$ cat src/rtl/version_string_parse_compare_macros.svh
// Assertion macros shared by the version string parser RTL.
`ifndef VERSION_STRING_PARSE_COMPARE_MACROS_SVH
`define VERSION_STRING_PARSE_COMPARE_MACROS_SVH

// Same-cycle implication, checked outside reset.
`define VSP_ASSERT_NOW(name, clk, rst, ante, cons, msg) \
   name: assert property (@(posedge clk) disable iff (rst) (ante) |-> (cons)) \
      else $error(msg);

// Next-cycle implication, checked outside reset.
`define VSP_ASSERT_NEXT(name, clk, rst, ante, cons, msg) \
   name: assert property (@(posedge clk) disable iff (rst) (ante) |=> (cons)) \
      else $error(msg);

`endif

$ cat src/rtl/vsp_pkg.sv
// Shared types and constants of the version string parser.
package vsp_pkg;

   localparam int MAX_SEGMENTS = 4;
   localparam int OUT_SEGS     = 4;
   localparam int REF_SEGS     = 4;
   localparam int CMP_LEN      = (MAX_SEGMENTS > REF_SEGS) ? MAX_SEGMENTS : REF_SEGS;
   localparam int SEG_W        = 16;
   localparam int CHAR_W       = 8;
   localparam int DIGIT_W      = 4;
   localparam int PROD_W       = SEG_W + DIGIT_W;
   localparam int IDX_W        = $clog2(MAX_SEGMENTS + 1);
   localparam int TOTAL_W      = 3;
   localparam int TOTAL_MAX    = 7;
   localparam int REF_COUNT_W  = 3;
   localparam int CSR_IDX_W    = 3;
   localparam int ORDER_W      = 2;
   localparam int RSP_FIELDS_W = TOTAL_W + OUT_SEGS * SEG_W + ORDER_W;
   localparam int RSP_TDATA_W  = ((RSP_FIELDS_W + 7) / 8) * 8;
   localparam int RSP_PAD_W    = RSP_TDATA_W - RSP_FIELDS_W;

   localparam logic [SEG_W-1:0]  SEG_LIMIT = 16'hFFFF;
   localparam logic [CHAR_W-1:0] CHAR_NUL  = 8'h00;
   localparam logic [CHAR_W-1:0] CHAR_ZERO = 8'h30;
   localparam logic [CHAR_W-1:0] CHAR_NINE = 8'h39;
   localparam logic [CHAR_W-1:0] CHAR_DOT  = 8'h2E;

   typedef enum logic [1:0] {
      PH_SKIP,
      PH_DIGITS,
      PH_AFTER_DOT,
      PH_DONE
   } phase_type;

   typedef enum logic [ORDER_W-1:0] {
      ORD_EQUAL = 2'd0,
      ORD_NEWER = 2'd1,
      ORD_OLDER = 2'd2
   } order_type;

   typedef enum logic [CSR_IDX_W-1:0] {
      CSR_REF_SEG0  = 3'd0,
      CSR_REF_SEG1  = 3'd1,
      CSR_REF_SEG2  = 3'd2,
      CSR_REF_SEG3  = 3'd3,
      CSR_REF_COUNT = 3'd4
   } csr_index_type;

   typedef logic [MAX_SEGMENTS-1:0][SEG_W-1:0] seg_array_type;
   typedef logic [REF_SEGS-1:0][SEG_W-1:0]     ref_array_type;

   // Parse outcome of a string, as seen on its final character.
   typedef struct packed {
      logic [IDX_W-1:0] count;
      seg_array_type    segs;
   } parse_result_type;

endpackage

$ cat src/rtl/version_string_parse_compare.sv
// The response for a string is valid in the cycle after its last character is accepted.
// Throughput: one character per cycle while the response register is empty or being taken;
//   the parse step and compare sit between the parse state registers and that register.
// Reset: synchronous, active high; clears the parse state, the reference version
//   (all segments and count to zero) and the response valid flag.
// Top level of the dotted version string parser and comparator.
`include "version_string_parse_compare_macros.svh"

module version_string_parse_compare (
   input  logic                                clock,
   input  logic                                reset,
   // request: character stream
   input  logic                                req_tvalid,
   output logic                                req_tready,
   input  logic [vsp_pkg::CHAR_W-1:0]          req_tdata,  // [7:0] char_in
   input  logic                                req_tlast,  // last_char
   // response: one per string
   output logic                                rsp_tvalid,
   input  logic                                rsp_tready,
   // from bit 0 up: seg_total(3), out_seg0(16), out_seg1(16), out_seg2(16),
   // out_seg3(16), order(2), zero fill(3)
   output logic [vsp_pkg::RSP_TDATA_W-1:0]     rsp_tdata,
   output logic                                rsp_tuser,  // ver_valid
   // register write channel
   input  logic                                csr_valid,
   output logic                                csr_ready,
   input  logic [vsp_pkg::CSR_IDX_W-1:0]       csr_index,
   input  logic [vsp_pkg::SEG_W-1:0]           csr_data
);

   logic                                  take;
   vsp_pkg::parse_result_type             parsed;
   vsp_pkg::order_type                    order;
   logic [vsp_pkg::TOTAL_W-1:0]           seg_total;
   logic [vsp_pkg::OUT_SEGS-1:0][vsp_pkg::SEG_W-1:0] out_seg;

   logic                                  rsp_valid_ff, rsp_valid_in;
   logic [vsp_pkg::RSP_TDATA_W-1:0]       rsp_data_ff, rsp_data_in;
   logic                                  rsp_user_ff, rsp_user_in;

   vsp_pkg::ref_array_type                ref_seg_ff;
   logic [vsp_pkg::REF_COUNT_W-1:0]       ref_count_ff;

   // Accept a request whenever the response register is empty or being drained.
   assign req_tready = !rsp_valid_ff || rsp_tready;
   assign take       = req_tvalid && req_tready;

   vsp_parser u_parser (
      .clock     (clock),
      .reset     (reset),
      .take      (take),
      .char_in   (req_tdata),
      .last_char (req_tlast),
      .result    (parsed)
   );

   vsp_compare u_compare (
      .parsed    (parsed),
      .ref_seg   (ref_seg_ff),
      .ref_count (ref_count_ff),
      .order     (order)
   );

   // Saturate the segment count to the field width; drop segments past the output list.
   always_comb begin
      seg_total = (32'(parsed.count) > vsp_pkg::TOTAL_MAX)
                ? vsp_pkg::TOTAL_W'(vsp_pkg::TOTAL_MAX) : vsp_pkg::TOTAL_W'(parsed.count);
      out_seg = '0;
      for (int i = 0; i < vsp_pkg::OUT_SEGS && i < vsp_pkg::MAX_SEGMENTS; i++) begin
         out_seg[i] = parsed.segs[i];
      end
   end

   // Load the response register on a last character, release it when taken.
   always_comb begin
      rsp_valid_in = rsp_valid_ff && !rsp_tready;
      rsp_data_in  = rsp_data_ff;
      rsp_user_in  = rsp_user_ff;
      if (take && req_tlast) begin
         rsp_valid_in = 1'b1;
         rsp_user_in  = (parsed.count != '0);
         rsp_data_in  = {{vsp_pkg::RSP_PAD_W{1'b0}}, order,
                         out_seg[3], out_seg[2], out_seg[1], out_seg[0], seg_total};
      end
   end

   always_ff @(posedge clock) begin
      if (reset) begin
         rsp_valid_ff <= 1'b0;
      end else begin
         rsp_valid_ff <= rsp_valid_in;
      end
   end

   always_ff @(posedge clock) begin
      rsp_data_ff <= rsp_data_in;
      rsp_user_ff <= rsp_user_in;
   end

   assign rsp_tvalid = rsp_valid_ff;
   assign rsp_tdata  = rsp_data_ff;
   assign rsp_tuser  = rsp_user_ff;

   // Reference version registers; writes to unknown indexes are dropped.
   assign csr_ready = 1'b1;

   always_ff @(posedge clock) begin
      if (reset) begin
         ref_seg_ff   <= '0;
         ref_count_ff <= '0;
      end else if (csr_valid && csr_ready) begin
         case (vsp_pkg::csr_index_type'(csr_index))
            vsp_pkg::CSR_REF_SEG0:  ref_seg_ff[0] <= csr_data;
            vsp_pkg::CSR_REF_SEG1:  ref_seg_ff[1] <= csr_data;
            vsp_pkg::CSR_REF_SEG2:  ref_seg_ff[2] <= csr_data;
            vsp_pkg::CSR_REF_SEG3:  ref_seg_ff[3] <= csr_data;
            vsp_pkg::CSR_REF_COUNT: ref_count_ff  <= csr_data[vsp_pkg::REF_COUNT_W-1:0];
            default: ;
         endcase
      end
   end

   // An invalid version carries no segments and compares equal.
   `VSP_ASSERT_NOW(a_invalid_empty, clock, reset, rsp_tvalid && !rsp_tuser,
      rsp_tdata == '0, "invalid version response carries nonzero fields")
   // Validity and segment count agree.
   `VSP_ASSERT_NOW(a_valid_count, clock, reset, rsp_tvalid,
      rsp_tuser == (rsp_tdata[vsp_pkg::TOTAL_W-1:0] != '0), "ver_valid disagrees with seg_total")
   // A last character always produces a response next cycle.
   `VSP_ASSERT_NEXT(a_last_gives_rsp, clock, reset, take && req_tlast,
      rsp_tvalid, "last character produced no response")
   // A non-final character into an empty response slot produces nothing.
   `VSP_ASSERT_NEXT(a_mid_no_rsp, clock, reset, take && !req_tlast && !rsp_valid_ff,
      !rsp_tvalid, "response appeared without a last character")

endmodule

$ cat src/rtl/vsp_parser.sv
// Character-by-character parse state of the dotted version string.
module vsp_parser (
   input  logic                          clock,
   input  logic                          reset,
   input  logic                          take,
   input  logic [vsp_pkg::CHAR_W-1:0]    char_in,
   input  logic                          last_char,
   output vsp_pkg::parse_result_type     result
);

   vsp_pkg::phase_type          phase_ff, phase_in;
   logic [vsp_pkg::SEG_W-1:0]   accum_ff, accum_in;
   logic [vsp_pkg::IDX_W-1:0]   idx_ff, idx_in;
   vsp_pkg::seg_array_type      store_ff, store_in;

   logic                        is_digit;
   logic [vsp_pkg::DIGIT_W-1:0] digit;
   logic [vsp_pkg::PROD_W-1:0]  prod;
   logic                        commit;
   logic                        final_commit;
   logic [vsp_pkg::SEG_W-1:0]   accum_step;
   logic [vsp_pkg::IDX_W-1:0]   idx_step;
   vsp_pkg::seg_array_type      store_step;

   assign is_digit = char_in inside {[vsp_pkg::CHAR_ZERO:vsp_pkg::CHAR_NINE]};
   assign digit    = is_digit ? vsp_pkg::DIGIT_W'(char_in - vsp_pkg::CHAR_ZERO) : '0;

   // accum * 10 + digit, wide enough to see overflow
   assign prod = ({{vsp_pkg::DIGIT_W{1'b0}}, accum_ff} << 3)
               + ({{vsp_pkg::DIGIT_W{1'b0}}, accum_ff} << 1)
               + {{vsp_pkg::SEG_W{1'b0}}, digit};

   // datapath effect of one character
   always_comb begin
      accum_step = accum_ff;
      idx_step   = idx_ff;
      store_step = store_ff;
      commit     = 1'b0;
      case (phase_ff)
         vsp_pkg::PH_SKIP, vsp_pkg::PH_AFTER_DOT: begin
            if (is_digit) accum_step = {{(vsp_pkg::SEG_W-vsp_pkg::DIGIT_W){1'b0}}, digit};
         end
         vsp_pkg::PH_DIGITS: begin
            if (is_digit) begin
               accum_step = (prod > {{vsp_pkg::DIGIT_W{1'b0}}, vsp_pkg::SEG_LIMIT})
                          ? vsp_pkg::SEG_LIMIT : prod[vsp_pkg::SEG_W-1:0];
            end else begin
               commit = 1'b1;
            end
         end
         default: ;
      endcase
      if (commit) begin
         for (int i = 0; i < vsp_pkg::MAX_SEGMENTS; i++) begin
            if (idx_ff == vsp_pkg::IDX_W'(i)) store_step[i] = accum_ff;
         end
         if (idx_ff < vsp_pkg::IDX_W'(vsp_pkg::MAX_SEGMENTS)) idx_step = idx_ff + 1'b1;
         accum_step = '0;
      end
   end

   // next phase
   always_comb begin
      phase_in = phase_ff;
      case (phase_ff)
         vsp_pkg::PH_SKIP: begin
            if (is_digit) phase_in = vsp_pkg::PH_DIGITS;
            else if (char_in == vsp_pkg::CHAR_NUL) phase_in = vsp_pkg::PH_DONE;
         end
         vsp_pkg::PH_DIGITS: begin
            if (!is_digit) begin
               if (char_in == vsp_pkg::CHAR_DOT &&
                   idx_step < vsp_pkg::IDX_W'(vsp_pkg::MAX_SEGMENTS))
                  phase_in = vsp_pkg::PH_AFTER_DOT;
               else
                  phase_in = vsp_pkg::PH_DONE;
            end
         end
         vsp_pkg::PH_AFTER_DOT: begin
            phase_in = is_digit ? vsp_pkg::PH_DIGITS : vsp_pkg::PH_DONE;
         end
         default: phase_in = vsp_pkg::PH_DONE;
      endcase
   end

   // close an open segment when the string ends inside it
   always_comb begin
      final_commit = (phase_in == vsp_pkg::PH_DIGITS);
      result.count = idx_step;
      result.segs  = store_step;
      if (final_commit) begin
         for (int i = 0; i < vsp_pkg::MAX_SEGMENTS; i++) begin
            if (idx_step == vsp_pkg::IDX_W'(i)) result.segs[i] = accum_step;
         end
         if (idx_step < vsp_pkg::IDX_W'(vsp_pkg::MAX_SEGMENTS)) result.count = idx_step + 1'b1;
      end
   end

   // a finished string leaves the state clear for the next one
   always_comb begin
      accum_in = accum_step;
      idx_in   = idx_step;
      store_in = store_step;
      if (last_char) begin
         accum_in = '0;
         idx_in   = '0;
         store_in = '0;
      end
   end

   always_ff @(posedge clock) begin
      if (reset) begin
         phase_ff <= vsp_pkg::PH_SKIP;
         accum_ff <= '0;
         idx_ff   <= '0;
         store_ff <= '0;
      end else if (take) begin
         phase_ff <= last_char ? vsp_pkg::PH_SKIP : phase_in;
         accum_ff <= accum_in;
         idx_ff   <= idx_in;
         store_ff <= store_in;
      end
   end

endmodule

$ cat src/rtl/vsp_compare.sv
// Segment-wise ordering of a parsed version against the reference version.
module vsp_compare (
   input  vsp_pkg::parse_result_type           parsed,
   input  vsp_pkg::ref_array_type              ref_seg,
   input  logic [vsp_pkg::REF_COUNT_W-1:0]     ref_count,
   output vsp_pkg::order_type                  order
);

   logic [vsp_pkg::CMP_LEN-1:0][vsp_pkg::SEG_W-1:0] a_seg;
   logic [vsp_pkg::CMP_LEN-1:0][vsp_pkg::SEG_W-1:0] b_seg;
   logic [vsp_pkg::REF_COUNT_W-1:0]                 ref_used;

   assign ref_used = (ref_count > vsp_pkg::REF_COUNT_W'(vsp_pkg::REF_SEGS))
                   ? vsp_pkg::REF_COUNT_W'(vsp_pkg::REF_SEGS) : ref_count;

   // missing segments on either side count as zero
   always_comb begin
      a_seg = '0;
      b_seg = '0;
      for (int i = 0; i < vsp_pkg::CMP_LEN && i < vsp_pkg::MAX_SEGMENTS; i++) begin
         if (vsp_pkg::IDX_W'(i) < parsed.count) a_seg[i] = parsed.segs[i];
      end
      for (int i = 0; i < vsp_pkg::CMP_LEN && i < vsp_pkg::REF_SEGS; i++) begin
         if (vsp_pkg::REF_COUNT_W'(i) < ref_used) b_seg[i] = ref_seg[i];
      end
   end

   // the first differing segment decides; scan from the back so it wins
   always_comb begin
      order = vsp_pkg::ORD_EQUAL;
      for (int i = vsp_pkg::CMP_LEN - 1; i >= 0; i--) begin
         if (a_seg[i] > b_seg[i]) order = vsp_pkg::ORD_NEWER;
         else if (a_seg[i] < b_seg[i]) order = vsp_pkg::ORD_OLDER;
      end
      if (parsed.count == '0) order = vsp_pkg::ORD_EQUAL;
   end

endmodule
$ cat config.mk
export PLATFORM = sky130hd
export DESIGN_NAME = version_string_parse_compare
export DESIGN_NICKNAME = d
export VERILOG_FILES = /design/src/rtl/vsp_pkg.sv /design/src/rtl/version_string_parse_compare.sv /design/src/rtl/vsp_parser.sv /design/src/rtl/vsp_compare.sv
export VERILOG_INCLUDE_DIRS = /design/src /design/src/rtl
export SDC_FILE = /design/constraint.sdc
export NUM_CORES = 1
export LEC_CHECK = 0
export ABC_AREA = 1
export BUFFER_PORTS_ARGS = -buffer_cell sky130_fd_sc_hd__buf_2
export CELL_PAD_IN_SITES_DETAIL_PLACEMENT = 0
export CELL_PAD_IN_SITES_GLOBAL_PLACEMENT = 1
export CORE_ASPECT_RATIO = 0.6
export CORE_MARGIN = 2
export CORE_UTILIZATION = 45
export DETAILED_ROUTE_END_ITERATION = 12
export PLACE_DENSITY = 0.87
export SKIP_CTS_REPAIR_TIMING = 1
export SYNTH_ARGS = -nofsm -noshare
export SYNTH_HDL_FRONTEND = slang
export SYNTH_SLANG_ARGS = --single-unit
export TNS_END_PERCENT = 1
$ cat constraint.sdc
create_clock -name clock -period 5.9 [get_ports clock]
set_input_delay 0.885 -clock clock [delete_from_list [all_inputs] [get_ports clock]]
set_output_delay 0.885 -clock clock [all_outputs]
set_load 0.1 [all_outputs]
==> out/results.ini <==
[floorplanning]
pin_count = 109
dieArea_um2 = 31240
start_util_pct = 46.22
die_h_um = 137.7
rows = 48
die_x_um = 226.8
core_area_um2 = 29010

[route]
routed_wl_um = 44870
drc = 0
detail_route.first_pass.iterations = 5
drtAntennaViolNets = 0
routedWlPerCell_um = 19.53
drt-initial-drc-count = 1650
vias = 12572
via_per_inst = 5.473

[power]
p_sw_share_pct = 27.20
power_density_nw_per_um2 = 226.7
pwr-share-seq_pct = 47.1
leakage_uw = 0.007116
comb_power_share_pct = 9.5
clkPwrFrac_pct = 43.4
power.total_uw = 3453
internal-power_uw = 2514
irDropWorstVdd_v = 0.0001855
p_switching_uw = 938.9

[synthesis]
yosys-top-cells-count = 502 x nand2_1, 193 x a21oi_1, 157 x inv_1
synth_area_leaders = dfxtp_1 23%, edfxtp_1 16%, nand2_1 14%
synth_seq_cells = 223
syn_inst = 1783
yosys.area.top_type_share_pct = 22.84
seq_area_frac_synth_pct = 38.52
yosysMostFrequentCell = nand2_1
syn_avg_cell_area_um2 = 7.520
yosysUniqueCellTypes = 55
synth_ff_type = dfxtp_1
mappedNetlistArea_um2 = 13410
ys_async_sr_fraction_pct = 0
yosys_warnings = 0
yosysTopAreaCell = dfxtp_1
synth-edff-count = 70

[cts]
clk_latency_ns = 0.53
cts_tree = yes
cts_sinks = 223
h-tree-depth = 1
cts_root_buf = clkbuf_16
clkTransAtPathRegs_ns = 0.07
cts_made_buffers = 23
cts_buffer_depth = 3

[timing]
period_share_pct = 91.68
setup_slack_ns = 0.4911
finalSetupViolCount = 0
tightestPinTransition_ns = 1.100
fin_crit_ns = 5.409
max_freq_mhz = 184.9
hold_violations = 0
finClkSkew_ns = 0.01080
drv_slew = 0
maxSlewHeadroom_pct = 26.48
rsz0062_at_grt = no

[final_layout]
area_delta_synth_final_pct = 13.59
drive_gt1_share_pct = 13.49
final_area_um2 = 15230
fin_nets = 2019
nFillCells = 2794
n_antenna_cell = 0

[critical_path]
crit_path_frequent_cell = nand2_1
cp_max_fo = 15
reg2reg_depth = 23
slowest_delay_ns = 0.49
crit_type = in2reg
critical_path.top_delay_family = simple AND/OR/NAND/NOR gates
cp.arrival_ns = 5.67
r2r-start = u_parser.accum_ff[7]$_SDFFE_PP0P_
cp.depth = 31
cp.required_ns = 6.16
crit_path_start = req_tdata[6]
crit_path_end_kind = flip-flop
slowest_stage = fa_1
cp_num_buf_inv = 3
cp-start-kind = input pin

[place]
pre_cts_slack_ns = -0.1107
port_buffers = 104
dp_hpwl_um = 33390
place_area_um2 = 14460
gp_congestion = 0.9056

[global_routing]
antenna_found_initial = 0
overflow = 0
grt_pass1_wl_um = 66230
grt_pass1_vias = 11205
grtUsageTotal_pct = 28.47
grt_max_degree = 87

[hold_path]
hp-class = reg2reg
holdPathStages = 2
hp-start = ref_seg_ff[54]$_SDFFE_PP0P_

[outcome]
outcome = finished, final reports clean

[flow_run]
maxCapViolCount = 0

worst reg2reg max path, delay by kind of cell (launching register included):
kind                       cells  cell delay [ns]
AOI/OAI and AO/OA              4             0.65
adders and majority gates      3             0.99
buffers and inverters          2             0.32
DFF                            1             0.75
and+or+nand+nor               14             2.06
per-stage QoR:
stage	hold WS (ns)	std cells	TNS, ns	util, %
after floorplan	0.4237	1785	0	-
after global placement	0.4349	2256	-0.01557	49.86
after detailed placement	0.4418	2256	-0.1548	49.86
after CTS	0.4513	2297	0	52.48
after global routing	0.4668	2297	0	52.50
final	0.4475	2297	0	52.50
power groups by stage:
stage,clock (uW),combinational (uW),sequential (uW)
finish,1500,327,1630
global route,1580,344,1630
CTS,1530,322,1630
detailed placement,0,322,1660
global placement,0,320,1660
floorplan,0,122,1770
registers in the layout (all words and copies together), names as in the netlist, 2 cells and up:
| register | flops |
|---|---|
| ref_count_ff | 3 |
| ref_seg_ff | 64 |
| rsp_tdata | 69 |
| u_parser.accum_ff | 16 |
| u_parser.idx_ff | 3 |
| u_parser.phase_ff | 2 |
| u_parser.store_ff | 64 |
cell type report:
type,count,area [um^2],share of cell area [%]
Multi-Input combinational cell,1306,7241,47.54
Tap cell,400,500.5,3.286
Timing Repair Buffer,154,908.4,5.965
Clock buffer,30,674.4,4.428
Inverter,173,654.4,4.297
Sequential cell,223,5165,33.91
Clock inverter,11,86.33,0.5669
layer usage:
metal / track usage [%] / vias to the layer above / part of all wire [%]
met5: 0 / - / 0
met2: 38.28 / 590 / 39
met4: 5.848 / 0 / 2.0
met3: 6.888 / 67 / 12
li1: - / 6056 / -
met1: 44.85 / 5859 / 47
worst paths after layout:
path	to	slack [ns]
max	rsp_tdata[67]$_SDFFCE_PP0P_	0.49
min	ref_seg_ff[54]$_SDFFE_PP0P_	0.45
min reg2reg	ref_seg_ff[54]$_SDFFE_PP0P_	0.45
max reg2reg	rsp_tdata[67]$_SDFFCE_PP0P_	0.87
placed cells by master, fill, tap and decap left out, drive strengths merged, types with 2 or more instances in the layout:
cell	n
o221ai	3
clkbuf	30
dfxtp	153
conb	4
nor3	10
buf	154
fa	2
o21a	3
or2	4
o21ai	109
nand4	7
and3	2
edfxtp	70
mux2i	48
a211oi	4
inv	169
a21oi	216
clkinv	13
nand2	512
nor2	149
xor2	8
xnor2	6
ha	103
a31oi	3
a21boi	4
o211ai	2
nand3	97
nor4	3
logic make-up after synthesis:
family                     synth area share (%)
other                                   0.05601
xor gates and xnor gates                  1.194
buffers and inverters                     7.736
and+or+nand+nor                           24.67
muxes                                     3.583
AOI/OAI and AO/OA                         14.32
adders and majority gates                 9.910
DFF                                       38.52
Power figures use the tool's default switching activity.
